===== src/sv/mouse_packet_dead_reckoning_unit_macros.svh =====
// assertion helpers for the top-level file that checks itself
`ifndef MOUSE_PACKET_DEAD_RECKONING_UNIT_MACROS_SVH
`define MOUSE_PACKET_DEAD_RECKONING_UNIT_MACROS_SVH

// consequent holds in the same cycle as the antecedent
`define MPDR_ASSERT_SAME(lbl, ante, cons, msg) \
    lbl: assert property (@(posedge clk) disable iff (!rst_n) (ante) |-> (cons)) \
        else $error(msg);

// consequent holds in the cycle after the antecedent
`define MPDR_ASSERT_NEXT(lbl, ante, cons, msg) \
    lbl: assert property (@(posedge clk) disable iff (!rst_n) (ante) |=> (cons)) \
        else $error(msg);

`endif


===== src/sv/mpdr_pkg.sv =====
`default_nettype none

package mpdr_pkg;

    localparam int ANGLE_BITS_DEF   = 32;
    localparam int CORDIC_STEPS_DEF = 16;

    localparam int CFG_IDX_W  = 2;
    localparam int CFG_DATA_W = 16;

    localparam logic [CFG_IDX_W-1:0] REG_LEVER_LENGTH = 2'd0;
    localparam logic [CFG_IDX_W-1:0] REG_MM_PER_COUNT = 2'd1;

    localparam logic [CFG_DATA_W-1:0] LEVER_LENGTH_RST = 16'd25600;
    localparam logic [CFG_DATA_W-1:0] MM_PER_COUNT_RST = 16'd16384;

    // shared divider: numerator and divisor magnitudes
    localparam int DIV_NUM_W = 62;
    localparam int DIV_DEN_W = 46;

    localparam int CORDIC_W = 34;
    localparam logic signed [CORDIC_W-1:0] CORDIC_GAIN = 34'sd652032874;

    localparam logic [29:0] RAD_TO_TURN = 30'd683565276;
    localparam logic [32:0] EPS_TURN    = 33'd68357;

    typedef enum logic [4:0] {
        OP_NONE,
        OP_LOAD,
        OP_SCALE,
        OP_MUL,
        OP_DIV_ALPHA,
        OP_TAKE_ALPHA,
        OP_DIV_XQ,
        OP_TAKE_XQ,
        OP_DIV_XA,
        OP_TAKE_XA,
        OP_SQUARE,
        OP_SINC_SMALL,
        OP_COR_XA,
        OP_DIV_SINC,
        OP_TAKE_SINC,
        OP_CALC_R,
        OP_COR_DIR,
        OP_CALC_DX,
        OP_CALC_DY,
        OP_UPDATE
    } mpdr_op_t;

    typedef struct packed {
        mpdr_op_t op;
    } mpdr_cmd_t;

    typedef struct packed {
        logic div_done;
        logic cordic_done;
        logic x_small;
    } mpdr_status_t;

    // atan(2^-i) as a fraction of a full turn
    function automatic logic [31:0] atan_turn(input logic [4:0] idx);
        case (idx)
            5'd0:    return 32'h20000000;
            5'd1:    return 32'h12E4051E;
            5'd2:    return 32'h09FB385B;
            5'd3:    return 32'h051111D4;
            5'd4:    return 32'h028B0D43;
            5'd5:    return 32'h0145D7E1;
            5'd6:    return 32'h00A2F61E;
            5'd7:    return 32'h00517C55;
            5'd8:    return 32'h0028BE53;
            5'd9:    return 32'h00145F2F;
            5'd10:   return 32'h000A2F98;
            5'd11:   return 32'h000517CC;
            5'd12:   return 32'h00028BE6;
            5'd13:   return 32'h000145F3;
            5'd14:   return 32'h0000A2FA;
            5'd15:   return 32'h0000517D;
            5'd16:   return 32'h000028BE;
            5'd17:   return 32'h0000145F;
            5'd18:   return 32'h00000A30;
            5'd19:   return 32'h00000518;
            5'd20:   return 32'h0000028C;
            5'd21:   return 32'h00000146;
            5'd22:   return 32'h000000A3;
            5'd23:   return 32'h00000051;
            5'd24:   return 32'h00000029;
            5'd25:   return 32'h00000014;
            5'd26:   return 32'h0000000A;
            5'd27:   return 32'h00000005;
            5'd28:   return 32'h00000003;
            5'd29:   return 32'h00000001;
            default: return 32'h00000000;
        endcase
    endfunction

    function automatic logic signed [31:0] sat_add32(input logic signed [31:0] a,
                                                    input logic signed [31:0] b);
        logic signed [32:0] s;
        s = {a[31], a} + {b[31], b};
        if (s[32] != s[31])
        begin
            return s[32] ? 32'sh80000000 : 32'sh7FFFFFFF;
        end
        return s[31:0];
    endfunction

endpackage

`default_nettype wire


===== src/sv/mpdr_ctrl.sv =====
`default_nettype none

module mpdr_ctrl import mpdr_pkg::*;
(
    input  wire logic         clk,
    input  wire logic         rst_n,
    input  wire logic         in_valid,
    output logic              in_ready,
    output logic              out_valid,
    input  wire logic         out_ready,
    input  wire mpdr_status_t status,
    output mpdr_cmd_t         cmd
);

    typedef enum logic [4:0] {
        S_IDLE,
        S_SCALE,
        S_MUL,
        S_DIV_A,
        S_WAIT_A,
        S_DIV_X,
        S_WAIT_X,
        S_DIV_XA,
        S_WAIT_XA,
        S_SQUARE,
        S_SINC_SMALL,
        S_COR_XA,
        S_WAIT_COR_XA,
        S_DIV_S,
        S_WAIT_S,
        S_CALC_R,
        S_COR_DIR,
        S_WAIT_DIR,
        S_CALC_DX,
        S_CALC_DY,
        S_UPDATE
    } state_t;

    state_t state_reg;
    logic   out_valid_reg;
    logic   out_valid_next;
    logic   update_ok;

    // totals may only move once the previous result has been taken
    assign update_ok = !out_valid_reg || out_ready;

    // a result transfer clears valid, a totals update sets it
    always_comb
    begin
        out_valid_next = out_valid_reg;
        if (out_ready)
        begin
            out_valid_next = 1'b0;
        end
        if ((state_reg == S_UPDATE) && update_ok)
        begin
            out_valid_next = 1'b1;
        end
    end

    always_comb
    begin
        cmd.op = OP_NONE;
        case (state_reg)
            S_IDLE:        cmd.op = in_valid ? OP_LOAD : OP_NONE;
            S_SCALE:       cmd.op = OP_SCALE;
            S_MUL:         cmd.op = OP_MUL;
            S_DIV_A:       cmd.op = OP_DIV_ALPHA;
            S_WAIT_A:      cmd.op = status.div_done ? OP_TAKE_ALPHA : OP_NONE;
            S_DIV_X:       cmd.op = OP_DIV_XQ;
            S_WAIT_X:      cmd.op = status.div_done ? OP_TAKE_XQ : OP_NONE;
            S_DIV_XA:      cmd.op = OP_DIV_XA;
            S_WAIT_XA:     cmd.op = status.div_done ? OP_TAKE_XA : OP_NONE;
            S_SQUARE:      cmd.op = OP_SQUARE;
            S_SINC_SMALL:  cmd.op = OP_SINC_SMALL;
            S_COR_XA:      cmd.op = OP_COR_XA;
            S_WAIT_COR_XA: cmd.op = OP_NONE;
            S_DIV_S:       cmd.op = OP_DIV_SINC;
            S_WAIT_S:      cmd.op = status.div_done ? OP_TAKE_SINC : OP_NONE;
            S_CALC_R:      cmd.op = OP_CALC_R;
            S_COR_DIR:     cmd.op = OP_COR_DIR;
            S_WAIT_DIR:    cmd.op = OP_NONE;
            S_CALC_DX:     cmd.op = OP_CALC_DX;
            S_CALC_DY:     cmd.op = OP_CALC_DY;
            S_UPDATE:      cmd.op = update_ok ? OP_UPDATE : OP_NONE;
            default:       cmd.op = OP_NONE;
        endcase
    end

    always_ff @(posedge clk or negedge rst_n)
    begin
        if (!rst_n)
        begin
            state_reg     <= S_IDLE;
            out_valid_reg <= 1'b0;
        end
        else
        begin
            out_valid_reg <= out_valid_next;
            case (state_reg)
                S_IDLE:
                begin
                    if (in_valid)
                    begin
                        state_reg <= S_SCALE;
                    end
                end
                S_SCALE:  state_reg <= S_MUL;
                S_MUL:    state_reg <= S_DIV_A;
                S_DIV_A:  state_reg <= S_WAIT_A;
                S_WAIT_A:
                begin
                    if (status.div_done)
                    begin
                        state_reg <= S_DIV_X;
                    end
                end
                S_DIV_X:  state_reg <= S_WAIT_X;
                S_WAIT_X:
                begin
                    if (status.div_done)
                    begin
                        state_reg <= S_DIV_XA;
                    end
                end
                S_DIV_XA: state_reg <= S_WAIT_XA;
                S_WAIT_XA:
                begin
                    if (status.div_done)
                    begin
                        state_reg <= status.x_small ? S_SQUARE : S_COR_XA;
                    end
                end
                S_SQUARE:     state_reg <= S_SINC_SMALL;
                S_SINC_SMALL: state_reg <= S_CALC_R;
                S_COR_XA:     state_reg <= S_WAIT_COR_XA;
                S_WAIT_COR_XA:
                begin
                    if (status.cordic_done)
                    begin
                        state_reg <= S_DIV_S;
                    end
                end
                S_DIV_S:  state_reg <= S_WAIT_S;
                S_WAIT_S:
                begin
                    if (status.div_done)
                    begin
                        state_reg <= S_CALC_R;
                    end
                end
                S_CALC_R:  state_reg <= S_COR_DIR;
                S_COR_DIR: state_reg <= S_WAIT_DIR;
                S_WAIT_DIR:
                begin
                    if (status.cordic_done)
                    begin
                        state_reg <= S_CALC_DX;
                    end
                end
                S_CALC_DX: state_reg <= S_CALC_DY;
                S_CALC_DY: state_reg <= S_UPDATE;
                S_UPDATE:
                begin
                    if (update_ok)
                    begin
                        state_reg <= S_IDLE;
                    end
                end
                default: state_reg <= S_IDLE;
            endcase
        end
    end

    assign in_ready  = (state_reg == S_IDLE);
    assign out_valid = out_valid_reg;

endmodule

`default_nettype wire


===== config.mk =====
export PLATFORM = sky130hd
export DESIGN_NAME = mpdr_ctrl
export DESIGN_NICKNAME = d
export VERILOG_FILES = /design/src/sv/mouse_packet_dead_reckoning_unit_macros.svh /design/src/sv/mpdr_pkg.sv /design/src/sv/mpdr_ctrl.sv
export SDC_FILE = /design/constraint.sdc
export NUM_CORES = 1
export LEC_CHECK = 0
export BUFFER_PORTS_ARGS = -buffer_cell sky130_fd_sc_hd__buf_2
export CORE_AREA = 5 5 42 44
export CTS_BUF_LIST = sky130_fd_sc_hd__clkbuf_4
export CTS_CLUSTER_DIAMETER = 40
export DETAILED_ROUTE_END_ITERATION = 6
export DIE_AREA = 0 0 47 49
export PLACE_DENSITY = 0.72
export SLEW_MARGIN = 0
export SYNTH_ARGS = -nofsm -noshare
export SYNTH_HDL_FRONTEND = slang
export SYNTH_SLANG_ARGS = --single-unit

===== constraint.sdc =====
create_clock -name clk -period 1.5 [get_ports clk]
set_input_delay 0.075 -clock clk [delete_from_list [all_inputs] [get_ports clk]]
set_output_delay 0.075 -clock clk [all_outputs]
set_load 0.1 [all_outputs]

==> run_results.csv <==
group,metric,value,unit
timing,skew,0.0131,ns
layout,final_nets,136,
layout,synthToLayoutAreaGrowth,99.8,%
layout,final_common_cell,"buf_4",
floorplan,pin_count,14,
setup_path,start_kind,"flop",
detailed_routing,drc,0,
status,violations,"negative setup slack",
floorplan,core,1400,sq um
global_routing,grt_antenna_before_repair,0,
timing,maxSlewViolCount,0,
detailed_routing,topRoutingLayerUsed,"met4",
timing,setup-tns-final,-1.37,ns
placed_design,place.gp.congestion,0.838,
detailed_routing,drtIter0Drc,55,
setup_path,crit_slowest_cell,"dfrtp_2",
clock_tree,cts_max_level,1,
layout,n_antenna_cell,0,
setup_path,worst-path-max-fanout,6,
synthesis,ys_async_sr_fraction,100,%
layout,multiInputGateArea,596,sq um
floorplan,fp.dieW,47,um
synthesis,synth_area_leader_cell,"dfrtp_1",
setup_path,cp-end-kind,"primary output",
status,outcome,"finished with violations",
floorplan,dieHeight,49,um
placed_design,place_hpwl,1570,um
floorplan,initial_core_util,45.7,%
detailed_routing,wl_met3,235,um
layout,fillers,56,
synthesis,ys_seq_area_share,23.4,%
layout,layout-drive-gt1-share,67.2,%
timing,fin_ws,-0.263,ns
detailed_routing,wl_per_cell,21.4,um
layout,largest_reg_flops,5,
setup_path,path_class,"reg -> out",
timing,finalCritPeriodShare,118,%
clock_tree,cts_tree,"built",
synthesis,synth_ff_type,"dfrtp_1",
synthesis,synth_top_area_share,23.4,%
global_routing,grt_use_total,26.0,%
synthesis,ys_warn_count,0,
worst_hold_path,hold_class,"in -> async",
floorplan,fp.dieArea,2300,sq um
clock_tree,cts_buffer_depth,2,
flow_run,maxCapViolCount,0,
timing,finalHoldViolCount,0,
timing,worstMarginPinSlew,0.484,ns
setup_path,crit_required,1.42,ns
clock_tree,cts.sinks,6,
synthesis,synthCells,84,
setup_path,critPathMaxStageDelay,0.45,ns
detailed_routing,viasPerCell,6.30,
placed_design,numPortBuffers,13,
clock_tree,cts_made_buffers,3,
global_routing,grt_pass1_vias,968,
timing,finalSetupViolCount,9,
clock_tree,clockRootBuffer,"clkbuf_4",
synthesis,syn_area,641,sq um
setup_path,rrSetupSlack,-0.13,ns
detailed_routing,wl,3080,um
detailed_routing,final_antenna_net_count,0,
synthesis,synthTopCellsByArea,"dfrtp_1 (23%), a21oi_1 (5.5%), nand2_1 (5.3%)",
synthesis,avgSynthCellArea,7.63,sq um
global_routing,grt_pass1_wl,4410,um
timing,rsz0062_at_grt,"true",
detailed_routing,drt_first_pass_iters,4,
timing,slew_headroom,68.0,%
floorplan,core.rowCount,14,
detailed_routing,wl_met2,1570,um
global_routing,grt_max_degree,11,
setup_path,crit_top_cell,"nor2_1",
setup_path,worstPathCellList,"buf_6 -> nor2_1 -> a22oi_1 -> nor2_1 -> a211o_4 -> buf_12",
synthesis,synth_edf_count,0,
detailed_routing,met1_length,1180,um
detailed_routing,via_count,907,
global_routing,grt.overflow.total,0,
layout,final_cell_mix,"buf_4 (22), buf_6 (10), nor2_1 (8), buf_2 (7), buf_12 (7)",
timing,fmax,567,MHz
timing,post-route-min-period,1.76,ns
setup_path,worstReg2RegStart,"state_reg[2]$_DFFE_PN0P_",
setup_path,cp.arrival,1.69,ns
synthesis,ys_ff_latch,6,
clock_tree,clk_latency,0.27,ns
clock_tree,clk_pin_slew,0.06,ns
setup_path,startpoint,"state_reg[2]$_DFFE_PN0P_",
synthesis,ys_types,37,
timing,finalHoldWorstSlack,0.190,ns
layout,seqCellArea,158,sq um
synthesis,synthesis.nets,91,
-- timing repair --
item,4_1_cts,5_1_grt
setup buffers,12,1
endpoints found under the setup margin,9,9
gates resized for setup,27,17
pin swaps,13,12
endpoints found under the hold margin,6,0
hold buffers,1,0
-- synth_stat cells, types with 2 or more instances --
cell      n
a21oi_1   7
inv_1     2
o21ai_1   2
o31ai_1   3
nor2_1    9
nor4bb_1  2
nand2b_1  3
o21ai_0   5
nand2_1   9
nand3_1   2
dfrtp_1   6
xnor2_1   2
nor4_1    2
or3_1     2
nor2b_1   2
buf_2     4
buf_6     2
-- cells by family after synthesis --
| kind of cell | Yosys count | share of synthesized area [%] |
|---|---|---|
| buffers and inverters | 10 | 9.57 |
| AO/OA/AOI/OAI | 27 | 29.9 |
| AND/OR/NAND/NOR | 38 | 33.0 |
| XOR/XNOR | 3 | 4.10 |
| flip-flops | 6 | 23.4 |
-- stage by stage --
stage               setup WS (ns)  util [%]  instance area [sq um]  std cells
CTS                        -0.174      85.3                   1190        144
detailed placement        -0.0463      70.3                    985        127
floorplan                  -0.678         -                    702         84
global placement          0.00103      70.3                    985        127
global route               -0.287      91.3                   1280        144
finish                     -0.263      91.3                   1280        144
-- path summary, 6_finish.rpt --
path,depth (start not counted),end
setup / recovery,6,cmd[0]
hold / removal,2,out_valid$_DFFE_PN0P_
setup reg to reg,7,state_reg[0]$_DFFE_PN0P_
hold reg to reg,2,out_valid$_DFFE_PN0P_
max in group asynchronous,2,state_reg[2]$_DFFE_PN0P_
min in group clk,4,state_reg[1]$_DFFE_PN0P_
-- worst max-delay path, delay by kind of cell, from the launching register on --
family	cells	cell delay, ns
AO/OA/AOI/OAI	2	0.49
flip-flops	1	0.45
buffers and inverters	2	0.32
AND/OR/NAND/NOR	2	0.16
-- metal layers --
metal  global-route usage [%]  vias up
met5                        0        -
met4                     15.7        0
met3                     8.12       10
met2                     40.3       56
met1                     29.7      450
li1                         -      391
-- layout make-up --
| class | count | share of cell area [%] |
|---|---|---|
| inverter | 3 | 1.08 |
| timing repair buffer | 47 | 36.2 |
| clock buffer | 4 | 2.35 |
| tap | 16 | 1.56 |
| sequential | 6 | 12.3 |
| multi-input combinational | 68 | 46.5 |
Power is left out: the tool's default activity adds up to more than one toggle a clock period on the data nets, which glitch-free logic cannot reach.
